### src/abr_pkg.sv
// Shared types and constants for the alternating-bit receiver.
package abr_pkg;

  // ASCII codes used for frame bits and reply flags.
  localparam logic [7:0] ASCII_ZERO = 8'h30;
  localparam logic [7:0] ASCII_ONE  = 8'h31;

  // Frame byte plus check byte.
  localparam int HEADER_BYTES = 2;

  // Smallest buffer size that the block will use.
  localparam int MIN_BUFFER_BYTES = 3;

  // Width of the buffer size register.
  localparam int CFG_W = 11;

  // Entries in the queue between the front and back parts.
  localparam int QUEUE_DEPTH = 4;

  // What a received byte is, as decided by the front part.
  typedef enum logic [1:0] {
    KIND_FRAME,
    KIND_CHECK,
    KIND_PAYLOAD,
    KIND_IGNORE
  } byte_kind_t;

  // One classified byte, passed from the front part to the back part.
  typedef struct packed {
    byte_kind_t  kind;
    logic [7:0]  data;
    logic        last;
    logic        too_short;
    logic        header_only;
  } abr_item_t;

  // One result item.
  typedef struct packed {
    logic        data_valid;
    logic [7:0]  data_byte;
    logic        packet_end;
    logic        accept;
    logic        reply_valid;
    logic [7:0]  reply_frame;
    logic [7:0]  reply_flag;
    logic        transfer_done;
  } abr_result_t;

endpackage

### src/abr_front.sv
// Front part: holds the buffer size, tracks the byte position and classifies each byte.
module abr_front #(
  parameter int MAX_PACKET_BYTES = 1024
) (
  input  logic                     clk,
  input  logic                     rst,
  input  logic                     cfg_we,
  input  logic [abr_pkg::CFG_W-1:0] cfg_wdata,
  input  logic                     in_take,
  input  logic [7:0]               rx_byte,
  input  logic                     rx_last,
  output abr_pkg::abr_item_t       item
);
  import abr_pkg::*;

  localparam int PW = $clog2(MAX_PACKET_BYTES + 1);
  localparam int CW = (PW > CFG_W) ? PW : CFG_W;

  logic [CFG_W-1:0] buffer_bytes;
  logic [PW-1:0]    byte_position;
  logic [PW-1:0]    byte_position_next;
  logic [CW-1:0]    buf_raw;
  logic [CW-1:0]    buf_eff;
  logic [CW-1:0]    pos_wide;
  logic             in_buffer;
  logic [PW-1:0]    count;

  // Buffer size register.
  always_ff @(posedge clk) begin
    if (rst) begin
      buffer_bytes <= CFG_W'(1024);
    end else if (cfg_we) begin
      buffer_bytes <= cfg_wdata;
    end
  end

  // Clamp the buffer size to the supported range.
  always_comb begin
    buf_raw = CW'(buffer_bytes);
    if (buf_raw < CW'(MIN_BUFFER_BYTES)) begin
      buf_eff = CW'(MIN_BUFFER_BYTES);
    end else if (buf_raw > CW'(MAX_PACKET_BYTES)) begin
      buf_eff = CW'(MAX_PACKET_BYTES);
    end else begin
      buf_eff = buf_raw;
    end
  end

  // Classify the incoming byte by its position in the packet.
  always_comb begin
    pos_wide  = CW'(byte_position);
    in_buffer = pos_wide < buf_eff;
    count     = in_buffer ? byte_position + PW'(1) : byte_position;

    item.data        = rx_byte;
    item.last        = rx_last;
    item.too_short   = count < PW'(HEADER_BYTES);
    item.header_only = count == PW'(HEADER_BYTES);
    if (!in_buffer) begin
      item.kind = KIND_IGNORE;
    end else if (byte_position == PW'(0)) begin
      item.kind = KIND_FRAME;
    end else if (byte_position == PW'(1)) begin
      item.kind = KIND_CHECK;
    end else begin
      item.kind = KIND_PAYLOAD;
    end

    byte_position_next = rx_last ? PW'(0) : count;
  end

  // Byte position is updated on every accepted transfer.
  always_ff @(posedge clk) begin
    if (rst) begin
      byte_position <= '0;
    end else if (in_take) begin
      byte_position <= byte_position_next;
    end
  end

endmodule

### src/abr_queue.sv
// Short queue of classified bytes between the front and back parts.
module abr_queue (
  input  logic               clk,
  input  logic               rst,
  input  logic               push,
  input  abr_pkg::abr_item_t push_item,
  output logic               full,
  input  logic               pop,
  output abr_pkg::abr_item_t pop_item,
  output logic               empty
);
  import abr_pkg::*;

  localparam int AW = $clog2(QUEUE_DEPTH);
  localparam int NW = $clog2(QUEUE_DEPTH + 1);

  abr_item_t       entries [QUEUE_DEPTH];
  logic [AW-1:0]   wr_ptr;
  logic [AW-1:0]   rd_ptr;
  logic [NW-1:0]   count;
  logic            do_push;
  logic            do_pop;

  assign full     = count == NW'(QUEUE_DEPTH);
  assign empty    = count == NW'(0);
  assign do_push  = push && !full;
  assign do_pop   = pop && !empty;
  assign pop_item = entries[rd_ptr];

  // Storage is written at the tail.
  always_ff @(posedge clk) begin
    if (do_push) begin
      entries[wr_ptr] <= push_item;
    end
  end

  // Pointers and fill count.
  always_ff @(posedge clk) begin
    if (rst) begin
      wr_ptr <= '0;
      rd_ptr <= '0;
      count  <= '0;
    end else begin
      if (do_push) begin
        wr_ptr <= (wr_ptr == AW'(QUEUE_DEPTH - 1)) ? '0 : wr_ptr + AW'(1);
      end
      if (do_pop) begin
        rd_ptr <= (rd_ptr == AW'(QUEUE_DEPTH - 1)) ? '0 : rd_ptr + AW'(1);
      end
      if (do_push && !do_pop) begin
        count <= count + NW'(1);
      end else if (do_pop && !do_push) begin
        count <= count - NW'(1);
      end
    end
  end

  // The fill count never passes the depth.
  a_count_bound: assert property (@(posedge clk) disable iff (rst)
    count <= NW'(QUEUE_DEPTH))
    else $error("queue count exceeds depth");

endmodule

### src/abr_back.sv
// Back part: keeps the header and running XOR, gives verdicts and holds the result register.
module abr_back (
  input  logic                 clk,
  input  logic                 rst,
  input  logic                 q_empty,
  input  abr_pkg::abr_item_t   q_item,
  output logic                 q_pop,
  output abr_pkg::abr_result_t result,
  output logic                 empty,
  input  logic                 pop
);
  import abr_pkg::*;

  logic        expected_bit;
  logic [7:0]  running_xor;
  logic [7:0]  frame_byte;
  logic [7:0]  check_byte;
  logic        out_valid;

  logic [7:0]  frame_cur;
  logic [7:0]  check_cur;
  logic [7:0]  xor_cur;
  logic [7:0]  exp_char;
  logic        frame_ok;
  logic        xor_ok;
  abr_result_t result_next;
  logic        expected_bit_next;

  // Take the next byte whenever the result register is free or being drained.
  assign q_pop = !q_empty && (!out_valid || pop);
  assign empty = !out_valid;

  // Fold the current byte into the header and XOR, then decide at packet end.
  always_comb begin
    frame_cur   = frame_byte;
    check_cur   = check_byte;
    xor_cur     = running_xor;
    result_next = '0;

    unique case (q_item.kind)
      KIND_FRAME:   frame_cur = q_item.data;
      KIND_CHECK:   check_cur = q_item.data;
      KIND_PAYLOAD: begin
        xor_cur                = running_xor ^ q_item.data;
        result_next.data_valid = 1'b1;
        result_next.data_byte  = q_item.data;
      end
      KIND_IGNORE:  ;
      default:      ;
    endcase

    exp_char          = expected_bit ? ASCII_ONE : ASCII_ZERO;
    frame_ok          = frame_cur == exp_char;
    xor_ok            = check_cur == xor_cur;
    expected_bit_next = expected_bit;

    if (q_item.last) begin
      result_next.packet_end = 1'b1;
      if (!q_item.too_short) begin
        result_next.reply_valid   = 1'b1;
        result_next.transfer_done = q_item.header_only;
        if (frame_ok && xor_ok) begin
          result_next.accept      = 1'b1;
          expected_bit_next       = !expected_bit;
          result_next.reply_frame = expected_bit ? ASCII_ZERO : ASCII_ONE;
          result_next.reply_flag  = ASCII_ZERO;
        end else if (frame_ok) begin
          result_next.reply_frame = frame_cur;
          result_next.reply_flag  = ASCII_ONE;
        end else begin
          result_next.reply_frame = exp_char;
          result_next.reply_flag  = ASCII_ZERO;
        end
      end
    end
  end

  // Packet state; the header and running XOR are cleared at every packet end.
  always_ff @(posedge clk) begin
    if (rst) begin
      expected_bit <= 1'b0;
      running_xor  <= '0;
      frame_byte   <= '0;
      check_byte   <= '0;
    end else if (q_pop) begin
      expected_bit <= expected_bit_next;
      if (q_item.last) begin
        running_xor <= '0;
        frame_byte  <= '0;
        check_byte  <= '0;
      end else begin
        running_xor <= xor_cur;
        frame_byte  <= frame_cur;
        check_byte  <= check_cur;
      end
    end
  end

  // Result register and its valid flag.
  always_ff @(posedge clk) begin
    if (rst) begin
      out_valid <= 1'b0;
    end else if (q_pop) begin
      out_valid <= 1'b1;
    end else if (pop) begin
      out_valid <= 1'b0;
    end
  end

  always_ff @(posedge clk) begin
    if (q_pop) begin
      result <= result_next;
    end
  end

  // A verdict or reply only appears on a packet's last byte.
  a_accept_end: assert property (@(posedge clk) disable iff (rst)
    (out_valid && result.accept) |-> (result.packet_end && result.reply_valid))
    else $error("accept without packet end");

  // A finished transfer always carries a reply.
  a_done_reply: assert property (@(posedge clk) disable iff (rst)
    (out_valid && result.transfer_done) |-> result.reply_valid)
    else $error("transfer done without reply");

  // The expected bit only flips when a packet is accepted.
  a_toggle: assert property (@(posedge clk) disable iff (rst)
    (expected_bit != $past(expected_bit)) |-> (out_valid && result.accept))
    else $error("expected bit changed without an accepted packet");

endmodule

### src/alternating_bit_receiver_core.sv
// Top level of the alternating-bit receiver.
// Stop-and-wait receiver that takes one packet byte per transfer (frame bit, XOR check byte,
// then payload) and gives exactly one result per byte: payload bytes are forwarded at once as
// tentative data, and the last byte of a packet carries the packet-end mark and, unless the
// packet is shorter than the header, the verdict, the two-byte reply and the end-of-transfer
// mark for a header-only packet. The block sustains one byte per clock cycle on both sides as
// long as the result side keeps popping. Each byte passes through the queue and the result
// register on its way out; a four-entry queue between the two parts absorbs stalls on the
// result side. The buffer size register may be written only while no packet is in flight.
module alternating_bit_receiver_core #(
  parameter int MAX_PACKET_BYTES = 1024
) (
  input  logic                      clk,
  input  logic                      rst,
  input  logic                      cfg_we,
  input  logic [abr_pkg::CFG_W-1:0] cfg_wdata,
  input  logic                      push,
  output logic                      full,
  input  logic [7:0]                rx_byte,
  input  logic                      rx_last,
  output logic                      empty,
  input  logic                      pop,
  output logic                      data_valid,
  output logic [7:0]                data_byte,
  output logic                      packet_end,
  output logic                      accept,
  output logic                      reply_valid,
  output logic [7:0]                reply_frame,
  output logic [7:0]                reply_flag,
  output logic                      transfer_done
);
  import abr_pkg::*;

  abr_item_t   front_item;
  abr_item_t   q_item;
  abr_result_t result;
  logic        in_take;
  logic        q_empty;
  logic        q_pop;

  assign in_take = push && !full;

  // Front part: classifies each byte as it is accepted.
  abr_front #(
    .MAX_PACKET_BYTES(MAX_PACKET_BYTES)
  ) u_front (
    .clk       (clk),
    .rst       (rst),
    .cfg_we    (cfg_we),
    .cfg_wdata (cfg_wdata),
    .in_take   (in_take),
    .rx_byte   (rx_byte),
    .rx_last   (rx_last),
    .item      (front_item)
  );

  // Queue between the two parts.
  abr_queue u_queue (
    .clk       (clk),
    .rst       (rst),
    .push      (push),
    .push_item (front_item),
    .full      (full),
    .pop       (q_pop),
    .pop_item  (q_item),
    .empty     (q_empty)
  );

  // Back part: verdicts and result register.
  abr_back u_back (
    .clk     (clk),
    .rst     (rst),
    .q_empty (q_empty),
    .q_item  (q_item),
    .q_pop   (q_pop),
    .result  (result),
    .empty   (empty),
    .pop     (pop)
  );

  // Unpack the result onto its ports.
  assign data_valid    = result.data_valid;
  assign data_byte     = result.data_byte;
  assign packet_end    = result.packet_end;
  assign accept        = result.accept;
  assign reply_valid   = result.reply_valid;
  assign reply_frame   = result.reply_frame;
  assign reply_flag    = result.reply_flag;
  assign transfer_done = result.transfer_done;

endmodule
### config.mk
export PLATFORM = sky130hd
export DESIGN_NAME = alternating_bit_receiver_core
export DESIGN_NICKNAME = d
export VERILOG_FILES = /design/src/abr_pkg.sv /design/src/abr_front.sv /design/src/abr_queue.sv /design/src/abr_back.sv /design/src/alternating_bit_receiver_core.sv
export SDC_FILE = /design/constraint.sdc
export NUM_CORES = 1
export LEC_CHECK = 0
export BUFFER_PORTS_ARGS = -buffer_cell sky130_fd_sc_hd__buf_2
export CAP_MARGIN = 0
export CORE_MARGIN = 3
export CORE_UTILIZATION = 60
export CTS_BUF_LIST = sky130_fd_sc_hd__clkbuf_4 sky130_fd_sc_hd__clkbuf_8 sky130_fd_sc_hd__clkbuf_16
export DETAILED_ROUTE_END_ITERATION = 7
export GPL_TIMING_DRIVEN = 0
export PLACE_DENSITY = 0.8
export SYNTH_ARGS = -nofsm -noshare
export SYNTH_HDL_FRONTEND = slang
export SYNTH_SLANG_ARGS = --single-unit
### constraint.sdc
create_clock -name clk -period 6.2 [get_ports clk]
set_input_delay 0.93 -clock clk [delete_from_list [all_inputs] [get_ports clk]]
set_output_delay 0.93 -clock clk [all_outputs]
set_load 0.01 [all_outputs]
==> results of run 1 <==
## layout by cell type (no fill, tap or decap), drive strengths merged, types with 9 or more instances in the layout
cell	count
nor2	65
and2	14
a22oi	24
mux4	13
clkbuf	38
nor3	9
buf	62
ha	19
conb	10
mux2i	12
a21oi	32
inv	18
edfxtp	75
o21ai	23
dfxtp	57
nand2	32
## power by group through the flow
| stage | Clock (uW) | Sequential (uW) | Combinational [uW] |
|---|---|---|---|
| final | 982 | 1180 | 983 |
| after global routing | 1030 | 1200 | 1070 |
| after CTS | 988 | 1190 | 979 |
| after detailed placement | 0 | 1200 | 963 |
| after floorplan | 0 | 1230 | 664 |
| after global placement | 0 | 1190 | 936 |
## logic make-up after synthesis
logic type / after synthesis / share of synthesized area (%)
other: 1 / 0.0621
and+or+nand+nor: 171 / 14.4
adders and majority gates: 20 / 4.27
DFF: 132 / 56.1
AOI/OAI and AO/OA: 116 / 12.4
buffers and inverters: 48 / 3.83
muxes: 25 / 7.14
xor gates and xnor gates: 11 / 1.72
## worst min-delay path: cells and delay by family, from the launching register on
kind | cells | cell delay [ps]
flip-flops | 1 | 320
AO/OA/AOI/OAI | 1 | 50
AND/OR/NAND/NOR | 1 | 60
## stage by stage
stage | setup WS, ps | utilization [%] | area [um^2]
after floorplan | 3130 | - | 6080
after global placement | 2420 | 66.4 | 6490
after detailed placement | 2370 | 66.4 | 6490
after CTS | 2280 | 72.5 | 7080
after global routing | 1950 | 72.5 | 7090
final | 2190 | 72.5 | 7090
## layer usage
metal | up-vias | track usage, % | share of wire (%)
li1 | 2092 | - | -
met1 | 2152 | 27.3 | 39
met2 | 179 | 44.3 | 52
met3 | 37 | 5.16 | 5.5
met4 | 0 | 10.4 | 2.8
met5 | - | 0 | 0
## path summary, 6_finish.rpt
kind / from / endpoint / slack [ps] / cells after the start
hold / removal: u_back.out_valid / u_back.out_valid / 480 / 2
setup / recovery: u_front.buf_raw[6] / u_queue.entries[0][1] / 2190 / 10
setup reg to reg: u_front.buf_raw[6] / u_queue.entries[0][1] / 2190 / 10
hold reg to reg: u_back.out_valid / u_back.out_valid / 480 / 2
## final cells by class
| cell class | count | share of cell area (%) |
|---|---|---|
| plain buffers | 29 | 2.28 |
| clock buffers | 22 | 7.05 |
| clock inverters | 10 | 1.36 |
| inverters | 19 | 1.01 |
| multi-input cells | 353 | 34.6 |
| flip-flops and latches | 132 | 47.9 |
| well taps | 133 | 2.35 |
| repair buffers | 49 | 3.46 |
## cell usage after synthesis (all sizes together), types with 6 or more instances
cell and number:
edfxtp 75, nor2 65, dfxtp 57, a21oi 32, nand2 32, a22oi 24, o21ai 23, ha 19
inv 18, clkbuf 16, and2 14, buf 13, mux4 13, mux2i 12, nor3 9, nand2b 8
nand4 8, or3 7, xnor2 7, a211oi 6
## registers in the layout, indices dropped and copies added (netlist names), 3 cells and up, named ones only
register               cells
u_queue.entries           52
u_back.result             23
u_front.buf_raw           11
u_front.byte_position     11
u_back.check_byte          8
u_back.frame_byte          8
u_back.running_xor         8
u_queue.count              3
==> metrics.md, run 1 <==
| Metric | Value |
|---|---|
| Setup TNS | `0 ps` |
| Pleak | `~0.0027 uW` |
| Maximum VDD drop | `244 uV` |
| Yosys Warn Count | `0` |
| Diode count | `0` |
| Top post-synthesis cells by area | `edfxtp_1 37%, dfxtp_1 19%, nor2_1 4.0%, ha_1 3.9%, a22oi_1 3.0%` |
| CP endpoint kind | `register` |
| Crit path required time | `around 6500 ps` |
| Cts-stage hold buffer count | `0` |
| Synth Area per Inst | `11.5 um^2` |
| # resized after CTS | `0` |
| Arr. time, crit path | `roughly 4300 ps` |
| Outcome | `complete, no violations` |
| Top achievable clock speed | `250 MHz` |
| Routed vias/inst | `roughly 6` |
| Final net count | `~650` |
| Sw Share | `between 30% and 40%` |
| Routability cong. | `~0.9` |
| Multi-input combinational cell area | `2450 um^2` |
| NetSw | `1060 uW` |
| Clock sink count | `roughly 130` |
| Routed Antenna Nets | `0` |
| Slew Viols, Final | `0` |
| Area Growth Syn to Fin | `17.2%` |
| Ys flop type | `edfxtp_1` |
| I/O pins | `56` |
| Setup CP Type | `reg -> reg` |
| Post-synth cell types | `60` |
| Crit path max fanout | `10` |
| H-Tree Level Count | `4` |
| Delay-heaviest family, CP | `compound AO/OA/AOI/OAI gates` |
| Clock root buffer | `clkbuf_8` |
| Final Hold Vio Count | `0` |
| Overall Power | `3150 uW` |
| Filler cells | `just under 700` |
| PortBufs | `49` |
| FF/Latch Area | `between 3000 and 4000 um^2` |
| Wire per inst | `between 15 and 20 um` |
| Number of max-cap violations | `0` |
| Post-synth top area share | `37.3%` |
| Gr usage total | `approximately 24%` |
| Worst-skew pair later-pin latency | `between 500 and 600 ps` |
| Largest net degree at the start of global routing | `33` |
| RSZ-0062 raised after global routing | `false` |
| Worst hold slack | `approximately 480 ps` |
| Global-route wire length before repair | `21.2 mm` |
| CTS clk-pin slew, worst paths | `about 60 ps` |
| Worst-case clock buffer depth | `2` |
| Slowest Stage Delay on Critical Path | `between 1000 and 1500 ps` |
| Worst rel slew slack | `about 14%` |
| Combinational cell fraction of total power | `31.2%` |
| Post-Layout Cell Count | `between 700 and 800` |
| Std cell rows | `36` |
| Residual DRC | `0` |
| Async set-reset flop share out of synthesis | `0%` |
| Netlist area before placement | `about 6000 um^2` |
| Post-CTS setup buffer count | `0` |
| Dominant cell type by area after synthesis | `edfxtp_1` |
| Starting Density | `between 60 and 70%` |
| Initial drt markers | `between 300 and 400` |
| Min cycle time layout | `4010 ps` |
| Height of the chip | `106 um` |
| Max Clock Skew | `between 7 and 8 ps` |
| Final period util | `64.6%` |
| CTS tree | `yes` |
| CP max-delay cell | `a2111oi_0` |
| Clock network power share | `between 30 and 40%` |
| Gr ovfl total | `0` |
| Via count | `roughly 4500` |
| Vias in the first global route | `about 4400` |
| Pwr per Cell Area | `444 nW/um^2` |
| Pint | `approximately 2100 uW` |
| Worst Hold Class | `reg -> reg` |
| Final WL | `roughly 13 mm` |
| Die W | `about 110 um` |
| Drt first pass iters | `5` |
| TritonCTS buffer count | `17` |
| CP startpoint kind | `register` |
| Initial antenna violation count | `0` |
| Seq/Total Area, Yosys | `a little under three fifths` |
| Cells after Synth | `approximately 520` |
| CP cell instances | `nor4_1, a21o_1, nand2_1, ha_1, o311ai_0, a2111oi_0, nor2_1, clkbuf_1, buf_1, o2111a_1` |
| Worst slew pin tran | `roughly 1300 ps` |
| Die Area | `11300 um^2` |
| WP buf/inv | `2` |
| DPL Wire Length | `around 8.7 mm` |
| Core ar. | `roughly 9800 um^2` |
| Final setup viols | `0` |
| Share of layout cells above drive strength 1 | `17.6%` |
| #FFs+latches synth | `about 130` |
| # placed instances | `715` |
| EDFF count, synth | `75` |
| Seq pwr share | `a little under two fifths` |
Power figures use the tool's default switching activity.
==> run 2: changes to the inputs <==
--- a/config.mk
+++ b/config.mk
@@ -8,11 +8,11 @@
 export BUFFER_PORTS_ARGS = -buffer_cell sky130_fd_sc_hd__buf_2
 export CAP_MARGIN = 0
 export CORE_MARGIN = 3
-export CORE_UTILIZATION = 60
+export CORE_UTILIZATION = 59
 export CTS_BUF_LIST = sky130_fd_sc_hd__clkbuf_4 sky130_fd_sc_hd__clkbuf_8 sky130_fd_sc_hd__clkbuf_16
 export DETAILED_ROUTE_END_ITERATION = 7
 export GPL_TIMING_DRIVEN = 0
-export PLACE_DENSITY = 0.8
+export PLACE_DENSITY = 0.79
 export SYNTH_ARGS = -nofsm -noshare
 export SYNTH_HDL_FRONTEND = slang
 export SYNTH_SLANG_ARGS = --single-unit
==> constraint.sdc (replaced) <==
create_clock -name clk -period 3.8 [get_ports clk]
set_input_delay 0.57 -clock clk [delete_from_list [all_inputs] [get_ports clk]]
set_output_delay 0.57 -clock clk [all_outputs]
set_load 0.01 [all_outputs]
==> run 2 against run 1 <==
Sequential share of layout area rose by 0.39 points. First-iteration DRC count fell by 18%. Die area rose by 1.6%. Critical endpoint is now u_queue.entries[3][11]. Worst hold slack got worse by 220 ps. Global-route usage fell by 0.51 points.
==> metrics.md, run 2 (same netlist as run 1, synthesis figures left out) <==
| Metric | Value |
|---|---|
| Outcome | `complete, no violations` |
| Initial drt markers | `253 (-18%)` |
| Cts-stage hold buffer count | `0 (unchanged)` |
| Routability cong. | `0.915 (+3.1%)` |
| Crit path required time | `4020 ps (-2440 ps)` |
| Final net count | `646 (unchanged)` |
| Die W | `107 um (+0.79%)` |
| Top achievable clock speed | `289 MHz (+16%)` |
| Setup TNS | `0 ps (unchanged)` |
| RSZ-0062 raised after global routing | `false` |
| Clock root buffer | `clkbuf_8` |
| Clock sink count | `132 (unchanged)` |
| Min cycle time layout | `3460 ps (-542 ps)` |
| CTS tree | `yes` |
| Overall Power | `4990 uW (+58%)` |
| I/O pins | `56 (unchanged)` |
| Worst-skew pair later-pin latency | `530 ps (about the same)` |
| Area Growth Syn to Fin | `16.3%` |
| Multi-input combinational cell area | `2460 um^2 (+0.36%)` |
| Max reg flops | `52 (unchanged)` |
| Worst slew pin tran | `878 ps (-376 ps)` |
| CP max-delay cell | `clkbuf_1` |
| Worst Hold Class | `in -> reg` |
| Seq pwr share | `38.7% (+1.1 points)` |
| Critical R2R Capture | `u_queue.entries[3][11]` |
| Reg2reg start | `u_front.buf_raw[10]` |
| Global-route wire length before repair | `20.9 mm (-1.2%)` |
| Via count | `4341 (-2.7%)` |
| Slowest Stage Delay on Critical Path | `420 ps (-650 ps)` |
| Die Area | `11500 um^2 (+1.6%)` |
| Gr ovfl total | `0 (unchanged)` |
| Pwr per Cell Area | `710 nW/um^2 (+60%)` |
| Worst-case clock buffer depth | `2 (unchanged)` |
| H-Tree Level Count | `4 (unchanged)` |
| PortBufs | `49 (unchanged)` |
| Hold path depth | `1 (-1)` |
| Arr. time, crit path | `3680 ps (-590 ps)` |
| Initial antenna violation count | `0 (unchanged)` |
| Min setup slack post-route | `336 ps (-1860 ps)` |
| CTS clk-pin slew, worst paths | `60 ps (about the same)` |
| Largest net degree at the start of global routing | `33 (unchanged)` |
| Setup CP Type | `reg -> reg` |
| CP startpoint kind | `register` |
| Slew Viols, Final | `0 (unchanged)` |
| Most frequent cells in the layout | `75 x edfxtp_1, 64 x nor2_1, 57 x dfxtp_1` |
| Hold wc startpoint | `rx_byte[6]` |
| Top reg by flops | `u_queue.entries` |
| CP endpoint kind | `register` |
| Routed Antenna Nets | `0 (unchanged)` |
| FF/Latch Area | `3390 um^2 (unchanged)` |
| Maximum VDD drop | `615 uV (+150%)` |
| Std cell rows | `36 (unchanged)` |
| Final Hold Vio Count | `0 (unchanged)` |
| Wire per inst | `17.3 um (-1.6%)` |
| Vias in the first global route | `4324 (-1.6%)` |
| FF-to-FF setup slack | `340 ps (-1860 ps)` |
| Starting Density | `61.3% (-0.56 points)` |
| Reg2reg path depth | `12 (+2)` |
| TritonCTS buffer count | `17 (unchanged)` |
| CP cell instances | `inv_1, clkbuf_1, nand2_1, ha_1, a21oi_1, o21ai_0, a31oi_1, o21ai_0, nor2_2, clkbuf_1, buf_1, o21ai_0` |
| Most common cell after layout, fill and taps aside | `edfxtp_1` |
| Worst Hold Path EP | `u_queue.entries[3][9]` |
| Diode count | `0 (unchanged)` |
| Filler cells | `692 (+1.9%)` |
| Final WL | `12.9 mm (-1.6%)` |
| Routed vias/inst | `5.81 (-2.7%)` |
| Sw Share | `33.9% (+0.22 points)` |
| Pint | `3300 uW (+58%)` |
| Place WS | `21.4 ps (-2350 ps)` |
| Residual DRC | `0 (unchanged)` |
| Post-Layout Cell Count | `747 (unchanged)` |
| Max Clock Skew | `6.95 ps (-0.660 ps)` |
| Finished Core Util | `71.2% (-1.2 points)` |
| Combinational cell fraction of total power | `32.1% (+0.9 points)` |
| Clock network power share | `29.2% (-2.0 points)` |
| Most frequent CP cell | `o21ai_0` |
| Share of layout cells above drive strength 1 | `17.6% (unchanged)` |
| Regs by FF count | `u_queue.entries (52), u_back.result (23)` |
| Drt first pass iters | `5 (unchanged)` |
| Height of the chip | `107 um (+0.79%)` |
| Gr usage total | `23.8% (-0.51 points)` |
| DPL Wire Length | `8.80 mm (+1.7%)` |
| NetSw | `1690 uW (+59%)` |
| Final period util | `91.2% (+27 points)` |
| Final setup viols | `0 (unchanged)` |
| Crit path max fanout | `10 (unchanged)` |
| Number of max-cap violations | `0 (unchanged)` |
| Core ar. | `9860 um^2 (+0.92%)` |
| Worst rel slew slack | `41.0% (+27 points)` |
| # placed instances | `715 (unchanged)` |
| Pleak | `0.00271 uW (-0.95%)` |
==> run 2: changes by cell type in the layout (fill, tap and decap cells not counted), moves of 2 or more <==
cell       before  now
clkbuf_4        1    3
clkinv_1        1    3
clkinv_4        3    0
clkbuf_16      18   16
clkinv_2        2    5
clkbuf_8        3    1
==> run 2: power groups by stage <==
stage	logic, uW	clock network [uW]	registers, uW
floorplan	1080	0	2000
global placement	1520	0	1940
detailed placement	1570	0	1960
CTS	1600	1470	1930
global route	1760	1530	1950
finish	1600	1460	1930
==> run 2: per-layer routing <==
metal | track usage [%] | vias up | routed length (um)
li1 | - | 2092 | -
met1 | 26.7 | 2076 | 5090
met2 | 40.8 | 140 | 6760
met3 | 7.28 | 33 | 665
met4 | 11.8 | 0 | 412
met5 | 0 | - | 0
==> run 2: critical path, delay by kind of cell, from the launching register on <==
kind / cells / cell delay [ps]
AO/OA/AOI/OAI: 5 / 880
AND/OR/NAND/NOR: 2 / 420
adder cells (fa/ha/maj): 1 / 310
flip-flops: 1 / 310
buffers and inverters: 4 / 1230
==> run 2: area by class of cell <==
class	count	area share (%)
well taps	133	2.37
repair buffers	49	3.49
plain buffers	29	2.30
clock buffers	20	6.21
multi-input cells	353	35.0
flip-flops and latches	132	48.3
inverters	19	1.01
clock inverters	12	1.32
==> run 2: worst max-delay path by stage <==
stage,slack [ps],startpoint,endpoint
CTS,20,u_front.buf_raw[6],u_queue.entries[1][1]
finish,340,u_front.buf_raw[10],u_queue.entries[3][11]
global route,30,u_front.buf_raw[10],u_queue.entries[3][11]
detailed placement,20,u_front.buf_raw[6],u_queue.entries[1][1]
global placement,-60,u_front.buf_raw[6],u_queue.entries[2][1]
floorplan,730,u_front.buf_raw[2],u_queue.entries[0][1]
==> run 2: through the flow <==
step,cell area [um^2],hold slack [ps]
after floorplan,6080,446
after global placement,6490,455
after detailed placement,6490,474
after CTS,7020,245
after global routing,7030,239
final,7030,258
==> run 2: repair_timing <==
action                                  4_1_cts  5_1_grt
buffers inserted                              0        0
endpoints found under the setup margin        0       19
gates resized for setup                       0        3
